## src/rtl/core/smau_pkg.sv

```systemverilog
package smau_pkg;

    localparam int MAX_WINDOW = 64;
    localparam int SLOT_W     = $clog2(MAX_WINDOW);
    localparam int SLOT_X_W   = SLOT_W + 1;
    localparam int LEN_W      = $clog2(MAX_WINDOW + 1);
    localparam int LEN_MIN    = 2;

    localparam int WLEN_W     = 7;
    localparam int SF_W       = 25;
    localparam int CFG_W      = 25;
    localparam int PRICE_W    = 32;
    localparam int IDX_W      = 32;
    localparam int AVG_W      = 32;
    localparam int SUM_W      = 38;
    localparam int FRAC_W     = 24;

    localparam int SUM_HI_W   = SUM_W - PRICE_W;
    localparam int PROD_LO_W  = PRICE_W + SF_W;
    localparam int PROD_HI_W  = SUM_HI_W + SF_W;
    localparam int PROD_W     = SUM_W + SF_W;
    localparam int SHIFT_W    = PROD_W - FRAC_W;

    localparam int Q_DEPTH    = 4;
    localparam int Q_PTR_W    = $clog2(Q_DEPTH);
    localparam int Q_LVL_W    = $clog2(Q_DEPTH + 1);

    localparam logic [WLEN_W-1:0] WLEN_RST = WLEN_W'(20);
    localparam logic [SF_W-1:0]   SF_RST   = SF_W'(838861);

    typedef enum logic {
        CFG_WINDOW_LENGTH = 1'b0,
        CFG_SCALE_FACTOR  = 1'b1
    } t_cfg_idx;

    typedef enum logic [1:0] {
        SUB_NONE,
        SUB_RING,
        SUB_PREV
    } t_sub_sel;

    typedef struct packed {
        logic [PRICE_W-1:0] close_price;
        logic [PRICE_W-1:0] sub_price;
        logic [IDX_W-1:0]   bar_index_res;
        logic               is_revision;
        logic               emit;
    } t_q_entry;

endpackage

```

## src/rtl/core/smau_if.sv

```systemverilog
interface smau_in_if;
    import smau_pkg::*;

    logic               valid;
    logic               ready;
    logic [IDX_W-1:0]   bar_index;
    logic [PRICE_W-1:0] close_price;

    modport source (output valid, output bar_index, output close_price, input ready);
    modport sink (input valid, input bar_index, input close_price, output ready);
endinterface

interface smau_out_if;
    import smau_pkg::*;

    logic               valid;
    logic               ready;
    logic [AVG_W-1:0]   average;
    logic [IDX_W-1:0]   bar_index_res;
    logic               is_revision;

    modport source (output valid, output average, output bar_index_res, output is_revision,
                    input ready);
    modport sink (input valid, input average, input bar_index_res, input is_revision,
                  output ready);
endinterface

```

## src/rtl/core/sliding_window_moving_average_unit.sv

```systemverilog
// Moving average over the last window_length bar closes.
// Input channel i_item carries bar_index and close_price; a beat whose index
// exceeds the last one opens a new bar, any other beat revises the newest
// close. Output channel o_result carries average, bar_index_res and
// is_revision, one beat per input beat once the window is full.
// Configuration: write i_cfg_wdata into register i_cfg_idx when i_cfg_we is
// high; index 0 is window_length (also restarts the window), index 1 is
// scale_factor. Write only while the unit is idle.
// Throughput: one beat per cycle unless o_result stalls; the running sum closes
// its loop in a single adder each cycle and the ring memory has one write and one read port.
// Pipeline from input accept to output valid: front register, queue write, sum,
// split multiply, add and saturate; the ring read happens at the accept edge.
// Reset clears the window, the queue and the pipeline; the ring needs no
// clearing pass. A stalled receiver backs up the output stages and then the
// four-entry queue; i_item.ready drops when the queue nears full.
module sliding_window_moving_average_unit (
    input  logic                            i_clk,
    input  logic                            i_rst_n,
    input  logic                            i_cfg_we,
    input  smau_pkg::t_cfg_idx              i_cfg_idx,
    input  logic [smau_pkg::CFG_W-1:0]      i_cfg_wdata,
    smau_in_if.sink                         i_item,
    smau_out_if.source                      o_result
);
    import smau_pkg::*;

    logic [WLEN_W-1:0]  r_window_length;
    logic [SF_W-1:0]    r_scale_factor;
    logic               restart;

    logic               q_push;
    t_q_entry           q_in;
    logic               q_valid;
    t_q_entry           q_out;
    logic               q_pop;
    logic               q_room;
    logic [Q_LVL_W-1:0] q_level;

    assign restart = i_cfg_we && (i_cfg_idx == CFG_WINDOW_LENGTH);

    always_ff @(posedge i_clk) begin
        if (!i_rst_n) begin
            r_window_length <= WLEN_RST;
            r_scale_factor  <= SF_RST;
        end else if (i_cfg_we) begin
            case (i_cfg_idx)
                CFG_WINDOW_LENGTH: r_window_length <= i_cfg_wdata[WLEN_W-1:0];
                CFG_SCALE_FACTOR:  r_scale_factor  <= i_cfg_wdata[SF_W-1:0];
                default: ;
            endcase
        end
    end

    smau_front u_front (
        .i_clk           (i_clk),
        .i_rst_n         (i_rst_n),
        .i_window_length (r_window_length),
        .i_restart       (restart),
        .i_room          (q_room),
        .i_item          (i_item),
        .o_push          (q_push),
        .o_entry         (q_in)
    );

    smau_queue u_queue (
        .i_clk   (i_clk),
        .i_rst_n (i_rst_n),
        .i_push  (q_push),
        .i_entry (q_in),
        .o_valid (q_valid),
        .o_entry (q_out),
        .i_pop   (q_pop),
        .o_room  (q_room),
        .o_level (q_level)
    );

    smau_back u_back (
        .i_clk          (i_clk),
        .i_rst_n        (i_rst_n),
        .i_restart      (restart),
        .i_scale_factor (r_scale_factor),
        .i_valid        (q_valid),
        .i_entry        (q_out),
        .o_pop          (q_pop),
        .o_result       (o_result)
    );

`ifndef NO_ASSERTIONS
    a_queue_bound: assert property (@(posedge i_clk) disable iff (!i_rst_n)
        q_level <= Q_LVL_W'(Q_DEPTH))
        else $error("queue level beyond depth");

    a_accept_push: assert property (@(posedge i_clk) disable iff (!i_rst_n)
        (i_item.valid && i_item.ready) |=> q_push)
        else $error("accepted beat did not reach the queue");

    a_push_room: assert property (@(posedge i_clk) disable iff (!i_rst_n)
        q_push |-> (q_level < Q_LVL_W'(Q_DEPTH)))
        else $error("push into full queue");
`endif

endmodule

```

## src/rtl/core/smau_front.sv

```systemverilog
module smau_front (
    input  logic                            i_clk,
    input  logic                            i_rst_n,
    input  logic [smau_pkg::WLEN_W-1:0]     i_window_length,
    input  logic                            i_restart,
    input  logic                            i_room,
    smau_in_if.sink                         i_item,
    output logic                            o_push,
    output smau_pkg::t_q_entry              o_entry
);
    import smau_pkg::*;

    localparam int CMP_W = (LEN_W > WLEN_W) ? LEN_W : WLEN_W;

    logic [PRICE_W-1:0] r_ring [MAX_WINDOW];
    logic [PRICE_W-1:0] r_ring_rd;

    logic [LEN_W-1:0]   r_fill, n_fill;
    logic [SLOT_W-1:0]  r_newest, n_newest;
    logic [IDX_W-1:0]   r_last, n_last;
    logic               r_seen;
    logic [PRICE_W-1:0] r_prev_price;

    logic               r_f_v;
    logic [PRICE_W-1:0] r_f_price;
    logic [PRICE_W-1:0] r_f_prev;
    logic [IDX_W-1:0]   r_f_idx;
    logic               r_f_rev;
    logic               r_f_emit;
    t_sub_sel           r_f_sel;

    logic               accept;
    logic [CMP_W-1:0]   wl;
    logic [LEN_W-1:0]   len;
    logic [SLOT_W-1:0]  diff;
    logic [SLOT_W-1:0]  oldest;
    logic [SLOT_W-1:0]  slot_inc;
    logic [SLOT_W-1:0]  slot;
    logic [SLOT_W-1:0]  wr_slot;
    logic               is_new;
    logic               full;
    t_sub_sel           sel;

    assign i_item.ready = i_room && i_rst_n;
    assign accept       = i_item.valid && i_item.ready;

    always_comb begin
        wl = CMP_W'(i_window_length);
        if (wl < CMP_W'(LEN_MIN)) begin
            len = LEN_W'(LEN_MIN);
        end else if (wl > CMP_W'(MAX_WINDOW)) begin
            len = LEN_W'(MAX_WINDOW);
        end else begin
            len = LEN_W'(wl);
        end
    end

    always_comb begin
        diff = SLOT_W'(len - LEN_W'(1));
        if (r_newest >= diff) begin
            oldest = r_newest - diff;
        end else begin
            oldest = SLOT_W'(SLOT_X_W'(r_newest) + SLOT_X_W'(MAX_WINDOW) - SLOT_X_W'(diff));
        end
        slot_inc = (r_newest == SLOT_W'(MAX_WINDOW - 1)) ? '0 : r_newest + SLOT_W'(1);
        slot     = r_seen ? slot_inc : r_newest;
        is_new   = !r_seen || (i_item.bar_index > r_last);
        full     = r_fill >= len;
        wr_slot  = is_new ? slot : r_newest;
    end

    always_comb begin
        n_fill   = r_fill;
        n_newest = r_newest;
        n_last   = r_last;
        sel      = SUB_PREV;
        if (is_new) begin
            n_fill   = full ? len : r_fill + LEN_W'(1);
            n_newest = slot;
            n_last   = i_item.bar_index;
            sel      = full ? SUB_RING : SUB_NONE;
        end
    end

    always_ff @(posedge i_clk) begin
        if (accept) begin
            r_ring[wr_slot] <= i_item.close_price;
        end
        r_ring_rd <= r_ring[oldest];
    end

    always_ff @(posedge i_clk) begin
        if (!i_rst_n) begin
            r_fill   <= '0;
            r_newest <= '0;
            r_last   <= '0;
            r_seen   <= 1'b0;
            r_f_v    <= 1'b0;
        end else begin
            r_f_v <= accept;
            if (i_restart) begin
                r_fill <= '0;
                r_seen <= 1'b0;
            end else if (accept) begin
                r_fill   <= n_fill;
                r_newest <= n_newest;
                r_last   <= n_last;
                r_seen   <= 1'b1;
            end
        end
    end

    always_ff @(posedge i_clk) begin
        if (accept) begin
            r_prev_price <= i_item.close_price;
            r_f_price    <= i_item.close_price;
            r_f_prev     <= r_prev_price;
            r_f_idx      <= n_last;
            r_f_rev      <= !is_new;
            r_f_emit     <= n_fill >= len;
            r_f_sel      <= sel;
        end
    end

    always_comb begin
        o_push                = r_f_v;
        o_entry.close_price   = r_f_price;
        o_entry.bar_index_res = r_f_idx;
        o_entry.is_revision   = r_f_rev;
        o_entry.emit          = r_f_emit;
        case (r_f_sel)
            SUB_RING: o_entry.sub_price = r_ring_rd;
            SUB_PREV: o_entry.sub_price = r_f_prev;
            default:  o_entry.sub_price = '0;
        endcase
    end

endmodule

```

## src/rtl/core/smau_queue.sv

```systemverilog
module smau_queue (
    input  logic                            i_clk,
    input  logic                            i_rst_n,
    input  logic                            i_push,
    input  smau_pkg::t_q_entry              i_entry,
    output logic                            o_valid,
    output smau_pkg::t_q_entry              o_entry,
    input  logic                            i_pop,
    output logic                            o_room,
    output logic [smau_pkg::Q_LVL_W-1:0]    o_level
);
    import smau_pkg::*;

    t_q_entry           r_mem [Q_DEPTH];
    logic [Q_PTR_W-1:0] r_wr, r_rd;
    logic [Q_LVL_W-1:0] r_level, n_level;
    logic               do_pop;

    assign do_pop  = i_pop && (r_level != '0);
    assign o_valid = r_level != '0;
    assign o_entry = r_mem[r_rd];
    assign o_room  = r_level <= Q_LVL_W'(Q_DEPTH - 2);
    assign o_level = r_level;

    always_comb begin
        n_level = r_level;
        if (i_push && !do_pop) begin
            n_level = r_level + Q_LVL_W'(1);
        end else if (!i_push && do_pop) begin
            n_level = r_level - Q_LVL_W'(1);
        end
    end

    always_ff @(posedge i_clk) begin
        if (!i_rst_n) begin
            r_wr    <= '0;
            r_rd    <= '0;
            r_level <= '0;
        end else begin
            r_level <= n_level;
            if (i_push) begin
                r_wr <= (r_wr == Q_PTR_W'(Q_DEPTH - 1)) ? '0 : r_wr + Q_PTR_W'(1);
            end
            if (do_pop) begin
                r_rd <= (r_rd == Q_PTR_W'(Q_DEPTH - 1)) ? '0 : r_rd + Q_PTR_W'(1);
            end
        end
    end

    always_ff @(posedge i_clk) begin
        if (i_push) begin
            r_mem[r_wr] <= i_entry;
        end
    end

endmodule

```

## src/rtl/core/smau_back.sv

```systemverilog
module smau_back (
    input  logic                            i_clk,
    input  logic                            i_rst_n,
    input  logic                            i_restart,
    input  logic [smau_pkg::SF_W-1:0]       i_scale_factor,
    input  logic                            i_valid,
    input  smau_pkg::t_q_entry              i_entry,
    output logic                            o_pop,
    smau_out_if.source                      o_result
);
    import smau_pkg::*;

    logic [SUM_W-1:0]     r_sum, n_sum;

    logic                 r_a_v;
    logic [SUM_W-1:0]     r_a_sum;
    logic [IDX_W-1:0]     r_a_idx;
    logic                 r_a_rev;

    logic                 r_b_v;
    logic [PROD_LO_W-1:0] r_b_plo;
    logic [PROD_HI_W-1:0] r_b_phi;
    logic [IDX_W-1:0]     r_b_idx;
    logic                 r_b_rev;

    logic                 r_o_v;
    logic [AVG_W-1:0]     r_o_avg;
    logic [IDX_W-1:0]     r_o_idx;
    logic                 r_o_rev;

    logic                 o_adv, b_ready, a_ready;
    logic [PROD_W-1:0]    total;
    logic [SHIFT_W-1:0]   shifted;
    logic [AVG_W-1:0]     avg;

    assign o_adv   = !r_o_v || o_result.ready;
    assign b_ready = !r_b_v || o_adv;
    assign a_ready = !r_a_v || b_ready;
    assign o_pop   = i_valid && (!i_entry.emit || a_ready);

    assign n_sum = r_sum - SUM_W'(i_entry.sub_price) + SUM_W'(i_entry.close_price);

    always_comb begin
        total   = {r_b_phi, PRICE_W'(0)} + PROD_W'(r_b_plo);
        shifted = total[PROD_W-1:FRAC_W];
        avg     = (|shifted[SHIFT_W-1:AVG_W]) ? '1 : shifted[AVG_W-1:0];
    end

    always_ff @(posedge i_clk) begin
        if (!i_rst_n) begin
            r_sum <= '0;
            r_a_v <= 1'b0;
            r_b_v <= 1'b0;
            r_o_v <= 1'b0;
        end else begin
            if (i_restart) begin
                r_sum <= '0;
            end else if (o_pop) begin
                r_sum <= n_sum;
            end
            if (a_ready) begin
                r_a_v <= o_pop && i_entry.emit;
            end
            if (b_ready) begin
                r_b_v <= r_a_v;
            end
            if (o_adv) begin
                r_o_v <= r_b_v;
            end
        end
    end

    always_ff @(posedge i_clk) begin
        if (a_ready) begin
            r_a_sum <= n_sum;
            r_a_idx <= i_entry.bar_index_res;
            r_a_rev <= i_entry.is_revision;
        end
        if (b_ready) begin
            r_b_plo <= r_a_sum[PRICE_W-1:0] * i_scale_factor;
            r_b_phi <= r_a_sum[SUM_W-1:PRICE_W] * i_scale_factor;
            r_b_idx <= r_a_idx;
            r_b_rev <= r_a_rev;
        end
        if (o_adv) begin
            r_o_avg <= avg;
            r_o_idx <= r_b_idx;
            r_o_rev <= r_b_rev;
        end
    end

    assign o_result.valid         = r_o_v;
    assign o_result.average       = r_o_avg;
    assign o_result.bar_index_res = r_o_idx;
    assign o_result.is_revision   = r_o_rev;

endmodule

```

## src/flat_wrapper.sv

```systemverilog
// flat-port wrapper written by rule: the top's interface ports become plain ports
module sliding_window_moving_average_unit_flat import smau_pkg::*;
  (i_clk, i_rst_n, i_cfg_we, i_cfg_idx, i_cfg_wdata, i_item_valid, i_item_bar_index, i_item_close_price, i_item_ready, o_result_valid, o_result_average, o_result_bar_index_res, o_result_is_revision, o_result_ready);
  smau_in_if i_item_i ();
  smau_out_if o_result_i ();
  input  logic i_clk;
  input  logic i_rst_n;
  input  logic i_cfg_we;
  input  smau_pkg::t_cfg_idx i_cfg_idx;
  input  logic [smau_pkg::CFG_W-1:0] i_cfg_wdata;
  input wire logic [$bits(i_item_i.valid)-1:0] i_item_valid;
  input wire logic [$bits(i_item_i.bar_index)-1:0] i_item_bar_index;
  input wire logic [$bits(i_item_i.close_price)-1:0] i_item_close_price;
  output wire logic [$bits(i_item_i.ready)-1:0] i_item_ready;
  output wire logic [$bits(o_result_i.valid)-1:0] o_result_valid;
  output wire logic [$bits(o_result_i.average)-1:0] o_result_average;
  output wire logic [$bits(o_result_i.bar_index_res)-1:0] o_result_bar_index_res;
  output wire logic [$bits(o_result_i.is_revision)-1:0] o_result_is_revision;
  input wire logic [$bits(o_result_i.ready)-1:0] o_result_ready;
  assign i_item_i.valid = i_item_valid;
  assign i_item_i.bar_index = i_item_bar_index;
  assign i_item_i.close_price = i_item_close_price;
  assign i_item_ready = i_item_i.ready;
  assign o_result_valid = o_result_i.valid;
  assign o_result_average = o_result_i.average;
  assign o_result_bar_index_res = o_result_i.bar_index_res;
  assign o_result_is_revision = o_result_i.is_revision;
  assign o_result_i.ready = o_result_ready;
  sliding_window_moving_average_unit u_core (.i_clk(i_clk), .i_rst_n(i_rst_n), .i_cfg_we(i_cfg_we), .i_cfg_idx(i_cfg_idx), .i_cfg_wdata(i_cfg_wdata), .i_item(i_item_i), .o_result(o_result_i));
endmodule
```

## config.mk

```make
export PLATFORM = sky130hd
export DESIGN_NAME = sliding_window_moving_average_unit_flat
export DESIGN_NICKNAME = d
export VERILOG_FILES = /design/src/rtl/core/smau_pkg.sv /design/src/rtl/core/smau_if.sv /design/src/rtl/core/sliding_window_moving_average_unit.sv /design/src/rtl/core/smau_front.sv /design/src/rtl/core/smau_queue.sv /design/src/rtl/core/smau_back.sv /design/src/flat_wrapper.sv
export SDC_FILE = /design/constraint.sdc
export NUM_CORES = 2
export LEC_CHECK = 0
export ABC_CLOCK_PERIOD_IN_PS = 7800
export CELL_PAD_IN_SITES_DETAIL_PLACEMENT = 1
export CELL_PAD_IN_SITES_GLOBAL_PLACEMENT = 1
export CORE_ASPECT_RATIO = 0.6
export CORE_MARGIN = 5
export CORE_UTILIZATION = 50
export CTS_CLUSTER_DIAMETER = 200
export DETAILED_ROUTE_END_ITERATION = 16
export DONT_BUFFER_PORTS = 1
export HOLD_SLACK_MARGIN = 0.02
export PLACE_DENSITY_LB_ADDON = 0.12
export SETUP_SLACK_MARGIN = 0.02
export SYNTH_ARGS = -nofsm -noshare
export SYNTH_HDL_FRONTEND = slang
export SYNTH_HIERARCHICAL = 1
export SYNTH_SLANG_ARGS = --single-unit
```

## constraint.sdc

```tcl
create_clock -name i_clk -period 7.8 [get_ports i_clk]
set_clock_uncertainty 0.2 [all_clocks]
set_input_delay 0.39 -clock i_clk [delete_from_list [all_inputs] [get_ports i_clk]]
set_output_delay 0.39 -clock i_clk [all_outputs]
set_load 0.03 [all_outputs]
```

# --- Yosys cells after proc, flatten, opt, wreduce, memory -nomap -nowiden ---
# Memory sizes are Yosys's and may differ from the RTL's. A register that Yosys moved wholly into a read port is not among the register bits.
# Cells that the tools add are included.
totals:
  register_bits: 484
  ram_bits: 2440
  inputBits: 95
  out_inout_bits: 67
  wordCells: 111
  mem_count: 2
mem_list:
  columns: ["memory", "depth", "width", "rd", "rd_ports_with_merged_regs", "write_ports", "line", "source"]
  rows:
  - ["u_core.u_front.r_ring", 64, 32, 1, 1, 1, "smau_front.sv:15", "logic [PRICE_W-1:0] r_ring [MAX_WINDOW];"]
  - ["u_core.u_queue.r_mem", 4, 98, 1, 1, 1, "smau_queue.sv:14", "t_q_entry r_mem [Q_DEPTH];"]
classes:
  addsub: 13
  mul: 2
  n_lt_le_gt_ge: 7
  eq_ne: 5
  mux: 21
  bitwise_logic: 3
  reduce_logical: 28
op_table:
  columns: ["op", "count"]
  rows:
  - ["$pmux W32 S2", 1]
  - ["$add A63 B57 Y63", 1]
  - ["$mul A32 B25 Y57", 1]
  - ["$add A38 B32 Y38", 1]
  - ["$sub A38 B32 Y38", 1]
  - ["$gt A32 B32 Y1", 1]
  - ["$mux W32", 1]
  - ["$mul A6 B25 Y31", 1]
  - ["$mux W7", 4]
  - ["$mux W6", 4]
  - ["$ge A7 B7 Y1", 2]
  - ["$add A6 B1 Y6 const B", 2]
  - ["$sub A6 B6 Y6", 2]
  - ["$logic_and A1 B1 Y1", 8]
  - ["$logic_not A1 Y1", 8]
  - ["$mux W2", 4]
  - ["$add A7 B1 Y7 const B", 1]
  - ["$gt A7 B7 Y1 const B", 1]
  - ["$lt A7 B2 Y1 const B", 1]
  - ["$reduce_or A7 Y1", 1]
  - ["$eq A2 B2 Y1 const B", 3]
  - ["$eq A6 B6 Y1 const B", 1]
  - ["$ge A6 B6 Y1", 1]
  - ["$mux W3", 2]
  - ["other kinds (13)", 26]

# --- Logic depth before layout (Yosys ltp) ---
logic_depth:
  ltp_word: 10
  depth_mapped: 27
  ltp_nobuf: 24

# --- Modules after synthesis ---
# Netlist, hierarchy kept.
by_module_without_submodules:
  columns: ["module", "n_inst", "cells_each", "area_per_inst_um2", "seq_area_each_um2"]
  rows:
  - ["smau_front", 1, 3799, 86125.1, 66083.4]
  - ["smau_back", 1, 4539, 43090.1, 7817.5]
  - ["smau_queue", 1, 558, 14572.7, 11951.5]
  - ["sliding_window_moving_average_unit", 1, 143, 1355.0, 640.6]

# --- Worst setup path before layout ---
# OpenSTA, ideal clock, no wires.
synth_timing:
  path_type: "register to register"
  from: "register u_core.r_scale_factor[10]"
  to: "register u_core.u_back.r_b_plo[52] (data pin)"
  setup_ns: 0.180
  t_arrival_ns: 6.851
  required_ns: 7.420
  slack_ns: 0.569
  path_stages_with_launch: 27
  n_path_buf: 3
  period_less_slack_ns: 7.231
  path_cell_list: "dfxtp_1 > clkbuf_1 > clkbuf_1 > nand2_1 > fa_1 > inv_1 > fa_1 > inv_1 > fa_1 > inv_1 > fa_1 > fa_1 > fa_1 > inv_1 > fa_1 > inv_1 > ha_1 > clkbuf_1 > nand2_1 > or4_1 > or2_0 > o32ai_1 > a21oi_1 > a21oi_2 > a21oi_1 > nand2b_1 > a221oi_1"
synth_via:
  elab_chain_cells: 1
synth_lines:
  columns: ["element", "line", "source"]
  rows:
  - ["start, declared", "sliding_window_moving_average_unit.sv:28", "logic [SF_W-1:0] r_scale_factor;"]
  - ["start signal, assigned", "sliding_window_moving_average_unit.sv:48", "CFG_SCALE_FACTOR: r_scale_factor <= i_cfg_wdata[SF_W-1:0];"]
  - ["$mul A32 B25 Y57", "smau_back.sv:80", "r_b_plo <= r_a_sum[PRICE_W-1:0] * i_scale_factor;"]
  - ["end signal, assigned", "smau_back.sv:80", null]
  - ["end, declared", "smau_back.sv:21", "logic [PROD_LO_W-1:0] r_b_plo;"]
# Every way passes these cells.
# A chain may end at the register's enable or synchronous reset.

# --- Final worst setup path ---
layout_timing:
  from: "register u_core.u_back.r_a_sum[12]"
  to: "register u_core.u_back.r_b_plo[52] (data pin)"
layout_via:
  elab_chain_cells: 1
layout_lines:
  columns: ["element", "line", "source"]
  rows:
  - ["start, declared", "smau_back.sv:16", "logic [SUM_W-1:0] r_a_sum;"]
  - ["start signal, assigned", "smau_back.sv:75", "r_a_sum <= n_sum;"]
  - ["$mul A32 B25 Y57", "smau_back.sv:80", null]
# Every way passes these cells.

==> impl_metrics.py <==
metrics = {
    "routing": {
        "wl_per_cell_um": 30.1,
        "postRouteAntennaNets": 0,
        "drcViolationCount": 0,
        "viasPerCell": 6.05,
        "vias": 81400,
        "finalWirelength_um": 405000,
        "dr.pass1.iters": 6,
        "drt_iter0_markers": 8619,
    },
    "die": {
        "io_pins": 162,
        "die_h_um": 427,
        "start_util_pct": 50.2,
        "die_w_um": 706,
        "std_cell_rows": 153,
        "die_area_um2": 302000,
        "core-area_um2": 289000,
    },
    "clock_tree": {
        "cts_tree": "yes",
        "clkLatencyLatePin_ns": 0.90,
        "cts.path.max_buffers": 4,
        "numCtsBuffers": 282,
        "clkTransAtPathRegs_ns": 0.07,
        "htreeDepth": 5,
        "cts_root_buf": "clkbuf_16",
        "cts_sinks": 2934,
    },
    "placement": {
        "place.gp.congestion": 0.871,
        "numPortBuffers": 0,
        "hpwl_um": 271000,
    },
    "synthesis": {
        "synth-seq-cells": 2934,
        "synth_area_leaders": "edfxtp_1 57%, mux4_2 11%, fa_1 11%",
        "syn_area_um2": 145000,
        "ys_seq_area_share_pct": 59.6,
        "synthFlopType": "edfxtp_1",
        "synth_edf_count": 2773,
        "syn_inst": 9039,
        "synthArstFlopShare_pct": 0,
        "synth.net_count": 10300,
        "synth_cell_types": 89,
        "postSynthAreaPerCell_um2": 16.1,
        "synth_top_cell_area_share_pct": 57.4,
        "yosys.area.top_type": "edfxtp_1",
        "ys.warnings.count": 6,
    },
    "setup_path": {
        "cp_slowest_stage_delay_ns": 0.60,
        "crit_slowest_cell": "fa_1",
        "crit_chain": "buf_4 -> buf_4 -> and2_1 -> fa_1 -> fa_1 -> fa_1 -> fa_1 -> fa_2 -> fa_1 -> inv_1 -> fa_1 -> inv_1 -> ha_1 -> nand2_1 -> or4_4 -> or2_0 -> o32ai_2 -> a21oi_1 -> buf_4 -> a21oi_4 -> a21oi_1 -> nand2b_1 -> a221oi_1",
        "worst-path-buf-inv": 5,
        "path_class": "register to register",
        "critPathCaptureType": "register",
        "critPathTopFamily": "adder cells",
        "cp.arrival_ns": 8.04,
        "cp_data_required_time_ns": 8.28,
        "crit_path_frequent_cell": "fa_1",
        "critPathMaxFanout": 8,
        "critPathLaunchType": "register",
    },
    "grt": {
        "gr-total-overflow": 0,
        "top_usage_layer": "met1",
        "antenna_found_initial": 25,
        "use_met1_pct": 43.4,
        "grt_util_met2_pct": 37.6,
        "grt_use_total_pct": 27.0,
        "grt_use_met3_pct": 6.77,
        "grt_pass1_vias": 86700,
        "grt_max_degree": 105,
        "grt_pass1_wl_um": 600000,
    },
    "timing": {
        "hold_viol": 0,
        "max_clock_freq_mhz": 132,
        "tightest_slew_ns": 1.28,
        "post-route-period-util_pct": 97.0,
        "setup_viol": 0,
        "period_needed_ns": 7.56,
        "drv_slew": 0,
        "slew_headroom_pct": 14.5,
        "hold_slack_ns": 0.0999,
        "fin_tns_setup_ns": 0,
    },
    "final_layout": {
        "drive_gt1_share_pct": 16.9,
        "nNetsFinal": 10600,
        "area_delta_synth_final_pct": 12.5,
        "final_util_pct": 56.5,
    },
    "run": {
        "max_cap_violations": 0,
    },
    "run_status": {
        "status": "complete, no violations",
    },
    "hold_path": {
        "hp-class": "input pin to register",
    },
}
==> worst paths after layout <==
kind	start	end	slack (ns)	depth (start not counted)
worst max-delay path	u_core/u_back/r_a_sum[12]$_DFFE_PP_	u_core/u_back/r_b_plo[52]$_DFFE_PP_	0.24	23
worst min-delay path	i_item_bar_index[26]	u_core/u_front/r_last[26]$_SDFFE_PN0P_	0.1	3
worst max register to register	u_core/u_back/r_a_sum[12]$_DFFE_PP_	u_core/u_back/r_b_plo[52]$_DFFE_PP_	0.24	23
worst min register to register	u_core/u_back/r_b_idx[14]$_DFFE_PP_	u_core/u_back/o_result.bar_index_res[14]$_DFFE_PP_	0.22	0
==> Yosys cell counts, drive strengths merged (27+ instances only) <==
cell type / number
mux2i: 124
o211ai: 32
ha: 351
and2: 477
xnor2: 77
nor2b: 30
nor3: 81
buf: 101
a21boi: 47
dfxtp: 161
mux4: 738
nor2: 122
a21oi: 200
a22oi: 33
a211oi: 27
nand3: 74
nand4: 49
a21o: 64
xor2: 36
inv: 1042
edfxtp: 2773
nand2: 786
fa: 814
o21ai: 153
clkbuf: 352
==> placed cells by master, fill, tap and decap left out, types with 21 or more instances in the layout <==
cell	netlist	layout
edfxtp_1	2773	2773
inv_1	1042	1041
fa_1	814	812
nand2_1	786	783
mux4_2	738	738
and2_1	475	471
ha_1	351	348
clkbuf_16	0	293
buf_4	3	246
a21oi_1	197	196
dlygate4sd3_1	0	164
dfxtp_1	161	151
o21ai_0	139	137
mux2i_1	124	124
nor2_1	122	121
xnor2_1	77	74
nand3_1	73	71
clkbuf_1	352	64
a21o_1	63	62
buf_12	0	49
nor3_2	0	49
nand4_1	48	48
clkinv_1	1	44
a21boi_0	39	39
clkinv_2	0	37
xor2_1	36	35
buf_16	0	33
a22oi_1	33	33
nor3_1	81	32
nor2b_1	29	27
a211oi_1	26	26
bufinv_16	0	25
o21a_1	25	25
and3_1	25	25
a31oi_1	23	22
o211ai_1	21	21
==> flip-flops by register name, indices dropped and copies added (netlist names), 32 cells and up, named ones only <==
name and count:
u_core/u_back/o_result.average 32, u_core/u_back/o_result.bar_index_res 32, u_core/u_back/r_a_idx 32, u_core/u_back/r_a_sum 38
u_core/u_back/r_b_idx 32, u_core/u_back/r_b_plo 33, u_core/u_back/r_sum 38, u_core/u_front/r_f_idx 32
u_core/u_front/r_f_prev 32, u_core/u_front/r_f_price 32, u_core/u_front/r_last 32, u_core/u_front/r_ring 2048
u_core/u_front/r_ring_rd 32, u_core/u_queue/r_mem 392
==> worst register-to-register path, stage by stage, from the launching register on <==
cell,delay [ns]
edfxtp_1,0.48
buf_4,0.23
buf_4,0.19
and2_1,0.18
fa_1,0.56
fa_1,0.48
fa_1,0.46
fa_1,0.60
fa_2,0.48
fa_1,0.49
inv_1,0.06
fa_1,0.50
inv_1,0.05
ha_1,0.28
nand2_1,0.12
or4_4,0.50
or2_0,0.27
o32ai_2,0.21
a21oi_1,0.07
buf_4,0.18
a21oi_4,0.22
a21oi_1,0.13
nand2b_1,0.16
a221oi_1,0.26
==> area by class of cell <==
class | count | area [um2]
diodes | 7 | 17.5
clock buffers | 367 | 7660
clock inverters | 131 | 1410
fillers | 26300 | 126000
inverters | 1043 | 3920
multi-input cells | 4609 | 53400
flip-flops and latches | 2934 | 86500
well taps | 3875 | 4850
repair buffers | 499 | 5510
==> stage by stage <==
| step | std cells | area, um2 | setup WS (ns) |
|---|---|---|---|
| 2_1_floorplan | 9039 | 145000 | 0.569 |
| 3_5_place_dp | 12700 | 151000 | -0.224 |
| 4_1_cts | 13400 | 163000 | 0.0396 |
| 3_3_place_gp | 12700 | 151000 | -0.263 |
| 5_1_grt | 13500 | 163000 | -0.0138 |
| 6_report | 13500 | 163000 | 0.236 |
==> cells by family after synthesis <==
logic type	after synthesis	synth area share [%]
and+or+nand+nor	1752	5.92
buffers and inverters	1496	3.97
DFF	2934	59.6
xor gates and xnor gates	113	0.682
adders and majority gates	1165	14.3
AOI/OAI and AO/OA	713	3.24
muxes	866	12.3
==> routing by layer <==
metal  vias up  wire [um]  part of all wire (%)
li1      33600          -                     -
met1     43900     188000                    47
met2      3486     169000                    42
met3       452      40500                    10
met4        18       6530                   1.6
met5         -        151                 0.037
==> what timing repair did <==
| item | in CTS | in global routing |
|---|---|---|
| gates resized for setup | 2 | 30 |
| hold buffers | 197 | 0 |
| pin swaps | 0 | 5 |
| endpoints found under the hold margin | 2241 | 0 |
| setup buffers | 1 | 21 |
| endpoints found under the setup margin | 8 | 21 |
| cloned | 0 | 4 |
Power is left out: the tool's default activity adds up to more than one toggle a clock period on the data nets, which glitch-free logic cannot reach.
